$ cat src/sv/mcr_pkg.sv
// Shared types, constants and the microcode program of the move conflict resolver.
// Depends on nothing; the sequencer, the datapath and the top level import it.
package mcr_pkg;

	// Sizes of the agent table and of the grid.
	localparam int AGENTS      = 16;
	localparam int GRID_COLS   = 64;
	localparam int GRID_ROWS   = 64;
	localparam int MAP_DEPTH   = GRID_COLS * GRID_ROWS;
	localparam int MAP_AW      = $clog2(MAP_DEPTH);
	localparam int AGENT_W     = 4;
	localparam int AGENT_IDX_W = $clog2(AGENTS);
	localparam int CNT_W       = $clog2(AGENTS + 1);
	localparam int COORD_W     = 6;
	localparam int CELL_W      = 1 + 2 * COORD_W;
	localparam int OWN_W       = 1 + AGENT_IDX_W;

	typedef logic [MAP_AW-1:0] map_addr_t;

	// Packed as valid, row, column; an absent cell is all zero.
	typedef struct packed {
		logic               valid;
		logic [COORD_W-1:0] y;
		logic [COORD_W-1:0] x;
	} cell_t;

	// One owner map entry; an empty entry is all zero.
	typedef struct packed {
		logic                   valid;
		logic [AGENT_IDX_W-1:0] id;
	} own_t;

	// Micro-operations executed by the datapath.
	typedef enum logic [4:0] {
		OP_NOP,
		OP_SWEEP,
		OP_LOAD,
		OP_LOAD_A,
		OP_RD_A,
		OP_RD_OTHER,
		OP_P1_CHK,
		OP_P1_DEC,
		OP_INC_K,
		OP_ZERO_K,
		OP_CLEAR,
		OP_P2_RD,
		OP_P2_CHK,
		OP_P2_WR,
		OP_P3_CHKA,
		OP_LOAD_OTHER,
		OP_P3_DEC,
		OP_EMIT,
		OP_END_BATCH
	} op_t;

	// Jump conditions tested by the sequencer.
	typedef enum logic [3:0] {
		C_NEVER,
		C_ALWAYS,
		C_K_EQ_CNT,
		C_K_EQ_AGENTS,
		C_PROP_OFF,
		C_CUR_OFF,
		C_NO_OTHER,
		C_CLR_BUSY,
		C_SWEEP_BUSY,
		C_NOT_GO
	} cond_t;

	// Program steps. The init sweep must sit right before the idle step.
	typedef enum logic [4:0] {
		ST_INIT,
		ST_IDLE,
		ST_P1_TOP,
		ST_P1_RD,
		ST_P1_CHK,
		ST_P1_DEC,
		ST_P1_NEXT,
		ST_P1_END,
		ST_CLR1,
		ST_P2_RD,
		ST_P2_CHK,
		ST_P2_WR,
		ST_P2_NEXT,
		ST_P3_INIT,
		ST_P3_TOP,
		ST_P3_RDA,
		ST_P3_CHKA,
		ST_P3_OWN,
		ST_P3_RDO,
		ST_P3_DEC,
		ST_P3_NEXT,
		ST_OUT_INIT,
		ST_OUT_TOP,
		ST_OUT_RD,
		ST_OUT_EMIT,
		ST_OUT_END,
		ST_CLR2,
		ST_FINISH
	} step_t;

	typedef struct packed {
		op_t   op;
		cond_t cond;
		step_t target;
	} ctrl_t;

	// Status flags from the datapath, one per jump condition other than never and always.
	typedef struct packed {
		logic k_eq_cnt;
		logic k_eq_agents;
		logic prop_off;
		logic cur_off;
		logic no_other;
		logic clr_busy;
		logic sweep_busy;
		logic not_go;
	} flags_t;

	function automatic logic cell_on_map(cell_t c_in);
		return c_in.valid && (32'(c_in.x) < GRID_COLS) && (32'(c_in.y) < GRID_ROWS);
	endfunction

	function automatic map_addr_t cell_addr(cell_t c_in);
		return MAP_AW'(32'(c_in.y) * GRID_COLS + 32'(c_in.x));
	endfunction

	// The control store: when the condition holds, jump to the target, else step on.
	function automatic ctrl_t mc_rom(step_t s);
		ctrl_t w;
		unique case (s)
			ST_INIT:     w = '{OP_SWEEP,      C_SWEEP_BUSY,  ST_INIT};
			ST_IDLE:     w = '{OP_LOAD,       C_NOT_GO,      ST_IDLE};
			ST_P1_TOP:   w = '{OP_LOAD_A,     C_K_EQ_CNT,    ST_P1_END};
			ST_P1_RD:    w = '{OP_RD_A,       C_NEVER,       ST_IDLE};
			ST_P1_CHK:   w = '{OP_P1_CHK,     C_PROP_OFF,    ST_P1_NEXT};
			ST_P1_DEC:   w = '{OP_P1_DEC,     C_NEVER,       ST_IDLE};
			ST_P1_NEXT:  w = '{OP_INC_K,      C_ALWAYS,      ST_P1_TOP};
			ST_P1_END:   w = '{OP_ZERO_K,     C_NEVER,       ST_IDLE};
			ST_CLR1:     w = '{OP_CLEAR,      C_CLR_BUSY,    ST_CLR1};
			ST_P2_RD:    w = '{OP_P2_RD,      C_K_EQ_AGENTS, ST_P3_INIT};
			ST_P2_CHK:   w = '{OP_P2_CHK,     C_CUR_OFF,     ST_P2_NEXT};
			ST_P2_WR:    w = '{OP_P2_WR,      C_NEVER,       ST_IDLE};
			ST_P2_NEXT:  w = '{OP_INC_K,      C_ALWAYS,      ST_P2_RD};
			ST_P3_INIT:  w = '{OP_ZERO_K,     C_NEVER,       ST_IDLE};
			ST_P3_TOP:   w = '{OP_LOAD_A,     C_K_EQ_CNT,    ST_OUT_INIT};
			ST_P3_RDA:   w = '{OP_RD_A,       C_NEVER,       ST_IDLE};
			ST_P3_CHKA:  w = '{OP_P3_CHKA,    C_PROP_OFF,    ST_P3_NEXT};
			ST_P3_OWN:   w = '{OP_LOAD_OTHER, C_NO_OTHER,    ST_P3_NEXT};
			ST_P3_RDO:   w = '{OP_RD_OTHER,   C_NEVER,       ST_IDLE};
			ST_P3_DEC:   w = '{OP_P3_DEC,     C_NEVER,       ST_IDLE};
			ST_P3_NEXT:  w = '{OP_INC_K,      C_ALWAYS,      ST_P3_TOP};
			ST_OUT_INIT: w = '{OP_ZERO_K,     C_NEVER,       ST_IDLE};
			ST_OUT_TOP:  w = '{OP_LOAD_A,     C_K_EQ_CNT,    ST_OUT_END};
			ST_OUT_RD:   w = '{OP_RD_A,       C_NEVER,       ST_IDLE};
			ST_OUT_EMIT: w = '{OP_EMIT,       C_ALWAYS,      ST_OUT_TOP};
			ST_OUT_END:  w = '{OP_ZERO_K,     C_NEVER,       ST_IDLE};
			ST_CLR2:     w = '{OP_CLEAR,      C_CLR_BUSY,    ST_CLR2};
			ST_FINISH:   w = '{OP_END_BATCH,  C_ALWAYS,      ST_IDLE};
			default:     w = '{OP_NOP,        C_ALWAYS,      ST_IDLE};
		endcase
		return w;
	endfunction

endpackage

$ cat src/sv/mcr_sequencer.sv
// Microprogram sequencer: step counter, control store lookup and conditional jumps.
// Depends on mcr_pkg for the control store and the step, operation, condition and flag types.
module mcr_sequencer import mcr_pkg::*; (
	input  logic   clk,
	input  logic   arst_n,
	input  flags_t flags,
	output op_t    op,
	output logic   busy
);

	step_t upc_q;
	step_t upc_next;
	ctrl_t ctrl;
	logic  take;

	assign ctrl = mc_rom(upc_q);

	// Next step.
	always_comb begin
		unique case (ctrl.cond)
			C_NEVER:       take = 1'b0;
			C_ALWAYS:      take = 1'b1;
			C_K_EQ_CNT:    take = flags.k_eq_cnt;
			C_K_EQ_AGENTS: take = flags.k_eq_agents;
			C_PROP_OFF:    take = flags.prop_off;
			C_CUR_OFF:     take = flags.cur_off;
			C_NO_OTHER:    take = flags.no_other;
			C_CLR_BUSY:    take = flags.clr_busy;
			C_SWEEP_BUSY:  take = flags.sweep_busy;
			C_NOT_GO:      take = flags.not_go;
			default:       take = 1'b0;
		endcase
		upc_next = take ? ctrl.target : step_t'(upc_q + 5'd1);
	end

	// Outputs.
	always_comb begin
		op   = ctrl.op;
		busy = (upc_q != ST_IDLE);
	end

	always_ff @(posedge clk or negedge arst_n) begin
		if (!arst_n) begin
			upc_q <= ST_INIT;
		end else begin
			upc_q <= upc_next;
		end
	end

endmodule

$ cat config.mk
export PLATFORM = sky130hd
export DESIGN_NAME = mcr_sequencer
export DESIGN_NICKNAME = d
export VERILOG_FILES = /design/src/sv/mcr_pkg.sv /design/src/sv/mcr_sequencer.sv
export SDC_FILE = /design/constraint.sdc
export NUM_CORES = 1
export LEC_CHECK = 0
export ABC_AREA = 1
export BUFFER_PORTS_ARGS = -buffer_cell sky130_fd_sc_hd__buf_2
export CAP_MARGIN = 20
export CELL_PAD_IN_SITES_DETAIL_PLACEMENT = 1
export CELL_PAD_IN_SITES_GLOBAL_PLACEMENT = 1
export CORE_UTILIZATION = 42
export CTS_CLUSTER_SIZE = 20
export DETAILED_ROUTE_END_ITERATION = 10
export PLACE_DENSITY = 0.93
export SETUP_SLACK_MARGIN = 0.05
export SLEW_MARGIN = 20
export SYNTH_ARGS = -nofsm -noshare
export SYNTH_HDL_FRONTEND = slang
export SYNTH_SLANG_ARGS = --single-unit
$ cat constraint.sdc
create_clock -name clk -period 3.9 [get_ports clk]
set_clock_uncertainty 0.2 [all_clocks]
set_input_delay 0.585 -clock clk [delete_from_list [all_inputs] [get_ports clk]]
set_output_delay 0.585 -clock clk [all_outputs]
set_load 0.005 [all_outputs]
[Word-level counts from Yosys, hierarchy flattened]
Memories as Yosys holds them, arrays and structs flattened.
Cells that the tools add are included.
Cells by class
  add/sub/neg operators: 1
  multiply operators: 0
  divide/modulo/power cells: 0
  order comparisons: 0
  equality and inequality tests: 10
  shifts and indexed selects: 0
  mux-type cells: 2
  bitwise operators: 0
  reductions and logical operators: 0
Operators with widths (number)
  $eq 4x3->1 const B: 4
  $pmux 1 s9: 1
  $eq 4x2->1 const B: 2
  $eq 4x4->1 const B: 2
  $add 5x1->5 const B: 1
  $mux 5: 1
  $ne 5x1->1 const B: 1
  $eq 4x1->1 const B: 1
Storage, ports and cells
  bits in registers: 5
  latch bits: 0
  memory bits (writable): 0
  ROM bits: 448
  memories: 1
Memories
  (name not given): depth 32, width 14, read ports 1, clocked after Yosys merged registers in 0, wr ports 0, line mcr_pkg.sv:131  | unique case (s)

[Longest topological paths before layout]
Gate-level depths: netlist (run 1).
An unclocked memory read counts as a cell.
  depth after elaboration: 4
  mapped depth: 16

[Least setup slack after synthesis (run 1)]
OpenSTA, ideal clock, no wires.
  path kind: register to output
  from: register upc_q[0]
  to: output port op[3]
  arrival: 1.371 ns
  data required time: 3.115 ns
  slack: 1.744 ns
  cell stages (with the launch flop): 7
  path buffers: 0
  cells stage by stage: dfrtp_1 -> inv_1 -> ha_1 -> inv_1 -> o21ai_0 -> o211ai_1 -> nand2_1
Between the ends
  longest elaborated chain between the ends: 1
RTL lines
  start, declared: line mcr_sequencer.sv:11  | step_t upc_q;
  start signal, assigned: line mcr_sequencer.sv:46  | upc_q <= upc_next;
  $mem_v2 32x14
  end, declared: line mcr_sequencer.sv:7  | output op_t op,
Every way passes these cells.

[Worst setup path after layout (run 1)]
  from: register upc_q[2]
  to: register upc_q[0]
Between the ends
  longest elaborated chain between the ends: 4
RTL lines
  $mem_v2 32x14 (*)
  $eq 4x4->1 (tied with other cells): line mcr_sequencer.sv:20  | unique case (ctrl.cond)
  $pmux 1 s9: line mcr_sequencer.sv:20
  $mux 5 (*): line mcr_sequencer.sv:33  | upc_next = take ? ctrl.target : step_t'(upc_q + 5'd1);
Every way passes the cells marked *; elsewhere a longest branch is shown, timed or not.

==> results of run 1 <==
-- final cells by class --
type                    instances  area (µm²)
well taps                      28        35.0
repair buffers                 16        85.1
clock buffers                   4        26.3
flip-flops and latches          5         125
multi-input cells             126         766
fillers                       325        1130
inverters                      17        63.8
-- through the flow --
step | std cells | setup WS (ps)
finish | 196 | 1110
floorplan | 154 | 1740
detailed placement | 191 | 1210
global placement | 191 | 1310
CTS | 196 | 1140
global route | 196 | 837
-- synth_stat cells (all sizes together) --
cell,number,share of area [%]
ha,10,12
nor3,1,0.50
o21ai,15,7.8
xor2,2,1.7
a31oi,1,0.62
a21oi,5,2.5
o32ai,1,0.87
o221ai,1,0.87
buf,5,4.8
nand3,15,9.7
dfrtp,5,12
o31ai,1,0.75
nor2,12,7.2
nand2,51,23
o211ai,4,3.0
clkbuf,1,0.37
inv,17,6.3
o22ai,1,0.62
nand3b,2,1.5
o2111ai,1,0.87
nand4,3,1.9
-- per-layer routing --
metal  GRT usage [%]  vias up
met3            4.76       10
met2            50.4       27
met4            7.87        0
li1                -      540
met1            32.3      525
met5               0        -
-- cell families (layout without fill, tap and decap cells) --
kind of cell    after synthesis  count (layout)
buf+inv                      23              37
flops                         5               5
compound gates               30              30
fa+ha+maj                    10              10
xor+xnor                      2               2
simple gates                 84              84
-- what timing repair did --
action / in CTS / in global routing
hold endpoints to repair: 5 / 0
hold buffers: 1 / 0
resized for setup: 0 / 0
-- how the worst max path moves through the flow --
stage / startpoint / to / slack [ps] / cells past startpoint
after floorplan: upc_q[0] / op[3] / 1740 / 6
after global placement: upc_q[2] / upc_q[0] / 1310 / 16
after detailed placement: upc_q[2] / upc_q[1] / 1210 / 15
after CTS: upc_q[0] / op[3] / 1140 / 7
after global routing: upc_q[2] / upc_q[0] / 840 / 16
final: upc_q[2] / upc_q[0] / 1110 / 16
-- critical path, cell delays in order, from the launching register on --
cell and delay (ps):
dfrtp_1 750, inv_2 250, ha_1 250, inv_1 50
nand2_1 110, nand2_1 150, nand2_1 80, o21ai_2 70
inv_2 70, nor2_2 100, nand3_1 80, nand2_1 70
nand2_1 110, nand3_4 150, nand2_1 70, nand2_1 60
inv_1 50
==> summary.md, run 1 <==
| Metric | Value |
|---|---|
| Outcome | finished, final reports clean |
| Metal-1 WL | 1360 µm |
| Mapped Cells | 154 |
| Synth Area in Simple Gates | 44.0% |
| Die area | 0.00260 mm² |
| TritonCTS buffer count | 3 |
| Initial DRC Count | 27 |
| Antenna-violating nets left | 0 |
| DP Area | 0.00106 mm² |
| Unrepaired setup endpoints after global routing | no |
| Arr. time, crit path | 2730 ps |
| Finished Core Util | 49.3% |
| Syn Area/Cell | 6.54 µm² |
| CP Launch Type | register |
| # DRC | 0 |
| Longest Clk Path Bufs | 2 |
| WL final | 3090 µm |
| Initial antenna violation count | 0 |
| NumNets Final | 189 |
| Compound-Gate Fraction of Synth Area | 17.9% |
| Actual slew at the worst max-slew pin | 644 ps |
| Pin count of the biggest net entering global routing | 22 |
| CORE AREA | 0.00223 mm² |
| Max Used Layer | met4 |
| Main combinational cell family by area after synthesis | simple AND/OR/NAND/NOR gates |
| Starting Density | 45.1% |
| GP Congestion | 0.862 |
| Worst Reg2Reg Path Length in Cells | 16 |
| Seq cells post-synth | 5 |
| Final instance area | 0.00110 mm² |
| Fin. Hold Viols | 0 |
| Final period util | 71.6% |
| Reg with most FFs | upc_q |
| Clock root buffer | clkbuf_4 |
| Gr usage total | 27.6% |
| Via density | 5.62 |
| ANT cells | 0 |
| Element type at the critical path end | register |
| Detailed-route wire length per cell | 15.8 µm |
| Req. time, crit path | 3840 ps |
| Slew Limit Fails | 0 |
| Setup repair bufs after CTS | 0 |
| Row count | 17 |
| First-pass iteration count of the detailed router | 4 |
| Syn nets | 174 |
| Area delta synth->final | 9.32% |
| Fin crit period | 2790 ps |
| Max Cap Viol | 0 |
| Synth Area in Adders | 12.4% |
| Global-route wire length before repair | 5350 µm |
| RR Endpoint | upc_q[0] |
| H-tree depth | 1 |
| Sequential share of the synthesized area | 12.4% |
| Setup TNS | 0 ps |
| Slew HR | 57.1% |
| DR WL met3 | 92 µm |
| Post-synth cell types | 31 |
| Synthesized cell area | 0.00101 mm² |
| Worst reg2reg setup slack | 1110 ps |
| Layout cell share with drive strength beyond 1 | 27.4% |
| Mux share of post-synthesis cell area | 0% |
| Commonest non-fill, non-tap cell in the layout | nand2_1 |
| Port bufs | 15 |
| Ys Warns | 0 |
| Routed vias | 1,102 |
| Hold Path Class | in -> async |
| Final Hold Slack | 503 ps |
| Vias in the first global route | 1,142 |
| Gr ovfl total | 0 |
| Skew-Pair Late Insertion Delay | 250 ps |
| Final HPWL DP | 2390 µm |
| Met2 wire length | 1570 µm |
| Commonest non-fill, non-tap cells in the layout | nand2_1, buf_2, nand3_1 |
| Worst R2R Start | upc_q[2] |
| Synthesized-area fraction occupied by xor and xnor cells | 1.74% |
| Top Ports | 16 |
| Fmax | 358 MHz |
| Crit-path max FO | 21 |
| DIE WIDTH | 51.0 µm |
| Chip Height | 51.0 µm |
| TritonCTS clock tree | done |
| Clock slew at reported path FFs | 50 ps |
| Biggest regs | upc_q x5 |
| Clock sinks | 5 |
| Final setup fails | 0 |
| Largest register FFs | 5 |
| Kind of critical path | reg -> reg |
Power of run 1 is left out: the tool's default activity adds up to more than one toggle a clock period on the data nets, which glitch-free logic cannot reach.
==> run 2: changes to the inputs <==
Settings changed: CORE_UTILIZATION 42 to 39, PLACE_DENSITY 0.93 to 0.87.
Clock period 3.9 ns to 2.65 ns, I/O delays scaled along.
==> run 2 against run 1 <==
Against the previous run:
- register-to-register slack worse by 880 ps
- via count rose by 0.27%
- sequential cell count unchanged
- die area rose by 7.4%
- core utilization shrank 3.4 points
- routed wire length increased by 2.1%
- critical path depth shrank 9
- critical path type is now reg -> out
- highest routed layer is now met3
==> summary.md, run 2 (synthesis results as in run 1) <==
| Metric | Value |
|---|---|
| DP Area | 0.00109 mm² (was 0.00106 mm²) |
| DR WL met3 | 34 µm (was 92 µm) |
| ANT cells | 0 (unchanged) |
| Slew HR | 62.1% (was 57.1%) |
| Biggest regs | upc_q x5 (unchanged) |
| Reg with most FFs | upc_q (unchanged) |
| Multi-input gate area | 766 µm² (unchanged) |
| Req. time, crit path | 2050 ps (was 3840 ps) |
| RR Endpoint | upc_q[2] (was upc_q[0]) |
| Die area | 0.00279 mm² (was 0.00260 mm²) |
| # DRC | 0 (unchanged) |
| NumNets Final | 192 (was 189) |
| Gr usage total | 25.5% (was 27.6%) |
| TritonCTS clock tree | done (unchanged) |
| Commonest non-fill, non-tap cell in the layout | nand2_1 (unchanged) |
| Largest register FFs | 5 (unchanged) |
| Area taken by flip-flops and latches | 126 µm² (was 125 µm²) |
| DIE WIDTH | 52.8 µm (was 51.0 µm) |
| Post-Layout Cell Count | 201 (was 196) |
| Fin. Hold Viols | 0 (unchanged) |
| Vias in the first global route | 1,075 (was 1,142) |
| CORE AREA | 0.00245 mm² (was 0.00223 mm²) |
| Outcome | finished, final reports clean (unchanged) |
| Dpl cells | 196 (was 191) |
| Kind of critical path | reg -> out (was reg -> reg) |
| Final Hold Slack | 302 ps (was 503 ps) |
| Max Used Layer | met3 (was met4) |
| TritonCTS buffer count | 3 (unchanged) |
| Chip Height | 52.8 µm (was 51.0 µm) |
| Worst-path cell chain | inv_2 > ha_1 > inv_1 > o21ai_1 > o211ai_1 > nand2_1 > buf_2 (was inv_2 > ha_1 > inv_1 > nand2_1 > nand2_1 > nand2_1 > o21ai_2 > inv_2 > nor2_2 > nand3_1 > nand2_1 > nand2_1 > nand3_4 > nand2_1 > nand2_1 > inv_1) |
| Skew-Pair Late Insertion Delay | 240 ps (was 250 ps) |
| Gr ovfl total | 0 (unchanged) |
| Layout cell share with drive strength beyond 1 | 29.2% (was 27.4%) |
| Clock slew at reported path FFs | 50 ps (about the same) |
| Global-route wire length before repair | 5290 µm (was 5350 µm) |
| Fill count | 351 (was 325) |
| Row count | 18 (was 17) |
| Antenna-violating nets left | 0 (unchanged) |
| H-tree depth | 1 (unchanged) |
| Detailed-route wire length per cell | 15.7 µm (was 15.8 µm) |
| First-pass iteration count of the detailed router | 4 (unchanged) |
| Routed vias | 1,105 (was 1,102) |
| Clock root buffer | clkbuf_4 (unchanged) |
| Met2 wire length | 1580 µm (was 1570 µm) |
| Final setup fails | 0 (unchanged) |
| Fin crit period | 2480 ps |
| WL final | 3150 µm (was 3090 µm) |
| Final period util | 93.5% |
| Slowest library cell on the worst path | dfrtp_1 (unchanged) |
| Actual slew at the worst max-slew pin | 569 ps (was 644 ps) |
| Unrepaired setup endpoints after global routing | no (unchanged) |
| Top Ports | 16 (unchanged) |
| Worst Reg2Reg Path Length in Cells | 15 (was 16) |
| Port bufs | 15 (unchanged) |
| Setup TNS | 0 ps (unchanged) |
| Clock sinks | 5 (unchanged) |
| Commonest non-fill, non-tap cells in the layout | nand2_1, buf_2, nand3_1 (unchanged) |
| Final instance area | 0.00113 mm² (was 0.00110 mm²) |
| Area delta synth->final | 11.9% (was 9.32%) |
| CP Launch Type | register (unchanged) |
| Longest Clk Path Bufs | 2 (unchanged) |
| Pin count of the biggest net entering global routing | 21 (was 22) |
| Fmax | 404 MHz |
| Crit-path max FO | 8 (was 21) |
| Worst reg2reg setup slack | 230 ps (was 1110 ps) |
| Element type at the critical path end | output pin (was register) |
| Metal-1 WL | 1540 µm (was 1360 µm) |
| GP Congestion | 0.915 (was 0.862) |
| Via density | 5.50 (was 5.62) |
| Max Cap Viol | 0 (unchanged) |
| Starting Density | 41.0% (was 45.1%) |
| Initial DRC Count | 11 (was 27) |
| Arr. time, crit path | 1880 ps (was 2730 ps) |
| Slew Limit Fails | 0 (unchanged) |
| Max stage delay on crit path | 480 ps (was 750 ps) |
| Hold Path Class | in -> async (unchanged) |
| Final HPWL DP | 2480 µm (was 2390 µm) |
| Worst R2R Start | upc_q[0] (was upc_q[2]) |
| Initial antenna violation count | 0 (unchanged) |
-- run 2: cell types whose count changed in the layout (fill, tap and decap cells not counted), sizes merged --
cell  previous run  this run
buf             15        18
-- run 2: how the worst max path moves through the flow --
stage / from / end / cells past startpoint
2_1_floorplan: upc_q[0] / upc_q[0] / 14
3_3_place_gp: upc_q[0] / upc_q[0] / 14
3_5_place_dp: upc_q[0] / upc_q[0] / 14
4_1_cts: upc_q[0] / op[3] / 7
5_1_grt: upc_q[0] / upc_q[1] / 15
6_report: upc_q[1] / op[3] / 7
-- run 2: metrics by stage --
stage | utilization [%] | worst slack (ps)
global route | 45.9 | 69.9
detailed placement | 44.4 | 205
floorplan | - | 573
CTS | 45.9 | 116
finish | 45.9 | 172
global placement | 44.4 | 332
-- run 2: cell type report --
class	instances	share of cell area, %
timing repair buffer	19	9.54
sequential	5	11.2
clock buffer	4	2.33
multi-input combinational	126	67.9
inverter	17	5.66
tap	30	3.33
-- run 2: worst max-delay path, delay by kind of cell (launching register included) --
kind / cells / cell delay (ps)
flops: 1 / 480
buf+inv: 3 / 370
fa+ha+maj: 1 / 390
compound gates: 2 / 320
simple gates: 1 / 90
-- run 2: repair_timing --
item	4_1_cts	5_1_grt
hold buffers	1	0
endpoints found under the setup margin	1	1
setup buffers	0	0
gates resized for setup	1	1
pin swaps	0	0
endpoints found under the hold margin	5	0
-- run 2: per-layer routing --
metal / up-vias / global-route usage, %
met5: - / 0
met4: 0 / 0.439
met3: 0 / 2.03
met2: 10 / 44.1
met1: 547 / 35.8
li1: 548 / -
Power of run 2 is left out for the same reason.
==> run 3: changes to the inputs <==
Settings changed: GPL_ROUTABILITY_DRIVEN set to 0, REMOVE_ABC_BUFFERS set to 1.
==> run 3 against run 2 <==
Against the previous run:
- sequential share of layout area decreased by 0.17 points
- via count grew 1.2%
- die area did not move
- critical path depth grew 8
- sequential cell count unchanged
- routed wire length increased by 2.3%
- fmax grew 4.9%
- design area is 0.56% higher
- count of clock-buffer cells in the layout did not move
- core utilization grew 0.25 points
==> summary.md, run 3 (synthesis results as in run 1) <==
| Metric | Value |
|---|---|
| Antenna-violating nets left | 0 (unchanged) |
| Final period util | 89.1% (was 93.5%) |
| Worst setup startpoint | upc_q[0] (was upc_q[1]) |
| Starting Density | 41.0% (unchanged) |
| Slew HR | 76.2% (was 62.1%) |
| Arr. time, crit path | 2300 ps (was 1880 ps) |
| Initial DRC Count | 20 (was 11) |
| Gr usage total | 25.9% (was 25.5%) |
| DIE WIDTH | 52.8 µm (unchanged) |
| CP Launch Type | register (unchanged) |
| First-pass iteration count of the detailed router | 4 (unchanged) |
| Kind of critical path | reg -> reg (was reg -> out) |
| Clock slew at reported path FFs | 60 ps (was 50 ps) |
| Initial antenna violation count | 0 (unchanged) |
| Row count | 18 (unchanged) |
| Biggest regs | upc_q x5 (unchanged) |
| Commonest non-fill, non-tap cell in the layout | nand2_1 (unchanged) |
| Unrepaired setup endpoints after global routing | no (unchanged) |
| RR Endpoint | upc_q[1] (was upc_q[2]) |
| Critical path destination | upc_q[1] (was op[3]) |
| Final setup fails | 0 (unchanged) |
| # DRC | 0 (unchanged) |
| Worst R2R Start | upc_q[0] (unchanged) |
| Met2 wire length | 1730 µm (was 1580 µm) |
| Reg with most FFs | upc_q (unchanged) |
| NumNets Final | 193 (was 192) |
| Top Ports | 16 (unchanged) |
| Setup repair bufs after CTS | 0 (unchanged) |
| Pin count of the biggest net entering global routing | 21 (unchanged) |
| WL final | 3230 µm (was 3150 µm) |
| Routed vias | 1,118 (was 1,105) |
| TritonCTS clock tree | done (unchanged) |
| Area delta synth->final | 12.5% (was 11.9%) |
| CORE AREA | 0.00245 mm² (unchanged) |
| Chip Height | 52.8 µm (unchanged) |
| Clock sinks | 5 (unchanged) |
| DR WL met3 | 121 µm (was 34 µm) |
| Outcome | finished, final reports clean (unchanged) |
| Slew Limit Fails | 0 (unchanged) |
| ANT cells | 0 (unchanged) |
| Actual slew at the worst max-slew pin | 356 ps (was 569 ps) |
| Worst reg2reg setup slack | 290 ps (was 230 ps) |
| Metal-1 WL | 1340 µm (was 1540 µm) |
| Commonest non-fill, non-tap cells in the layout | nand2_1, buf_2, nand3_1 (unchanged) |
| Fin crit period | 2360 ps (was 2480 ps) |
| Final HPWL DP | 2560 µm (was 2480 µm) |
| Detailed-route wire length per cell | 16.0 µm (was 15.7 µm) |
| TritonCTS buffer count | 3 (unchanged) |
| Fin. Hold Viols | 0 (unchanged) |
| Die area | 0.00279 mm² (unchanged) |
| Max Used Layer | met4 (was met3) |
| Fmax | 423 MHz (was 404 MHz) |
| Via density | 5.53 (was 5.50) |
| Vias in the first global route | 1,080 (was 1,075) |
| Clock root buffer | clkbuf_4 (unchanged) |
| Layout cell share with drive strength beyond 1 | 29.1% (was 29.2%) |
| Setup TNS | 0 ps (unchanged) |
| Max Cap Viol | 0 (unchanged) |
| Req. time, crit path | 2590 ps (was 2050 ps) |
| Worst Reg2Reg Path Length in Cells | 15 (unchanged) |
| H-tree depth | 1 (unchanged) |
| Largest register FFs | 5 (unchanged) |
| Gr ovfl total | 0 (unchanged) |
| Element type at the critical path end | register (was output pin) |
| Crit-path max FO | 9 (was 8) |
| Hold Path Class | in -> async (unchanged) |
| Longest Clk Path Bufs | 2 (unchanged) |
| Skew-Pair Late Insertion Delay | 260 ps (was 240 ps) |
| Global-route wire length before repair | 5160 µm (was 5290 µm) |
| Port bufs | 15 (unchanged) |
[run 3: final cells by class]
| class | instances | area [µm²] |
|---|---|---|
| fillers | 351 | 1320 |
| multi-input cells | 126 | 766 |
| flip-flops and latches | 5 | 125 |
| repair buffers | 20 | 115 |
| inverters | 17 | 63.8 |
| well taps | 30 | 37.5 |
| clock buffers | 4 | 26.3 |
[run 3: metal layers]
metal,up-vias,GRT usage (%)
li1,548,-
met1,539,31.1
met2,29,46.8
met3,2,4.64
met4,0,6.14
met5,-,0
[run 3: stage by stage]
| step | hold slack (ps) | area, µm² | util (%) | instances | worst slack, ps |
|---|---|---|---|---|---|
| finish | 279 | 1130 | 46.2 | 202 | 288 |
| global route | 303 | 1130 | 46.2 | 202 | 92.2 |
| CTS | 272 | 1130 | 46.2 | 202 | 226 |
| detailed placement | 23.2 | 1100 | 44.7 | 197 | 299 |
| global placement | 20.3 | 1100 | 44.7 | 197 | 441 |
| floorplan | -98.1 | 955 | - | 148 | 437 |
[run 3: how the worst min path moves through the flow]
stage            from       end  slack (ps)  depth (start not counted)
2_1_floorplan  arst_n  upc_q[0]        -100                          0
3_3_place_gp   arst_n  upc_q[3]          20                          1
3_5_place_dp   arst_n  upc_q[3]          20                          1
4_1_cts        arst_n  upc_q[3]         270                          2
5_1_grt        arst_n  upc_q[4]         300                          2
6_report       arst_n  upc_q[3]         280                          2
[run 3: worst max-delay path, stage by stage, from the launching register on]
cell	delay, ps
dfrtp_1	380
inv_1	200
ha_1	310
inv_1	70
nor2_1	130
nand3_1	110
nand2_2	100
inv_2	40
nand2_4	70
nor2_4	40
nand3_1	80
nand2_2	70
nor2_4	120
nand3_4	140
nand2_1	110
o21ai_1	60
[run 3: what timing repair did]
action | CTS | global route
hold endpoints to repair | 5 | 0
endpoints found under the setup margin | 0 | 1
gates resized for setup | 0 | 1
hold buffers | 1 | 0
Power of run 3 is left out for the same reason.
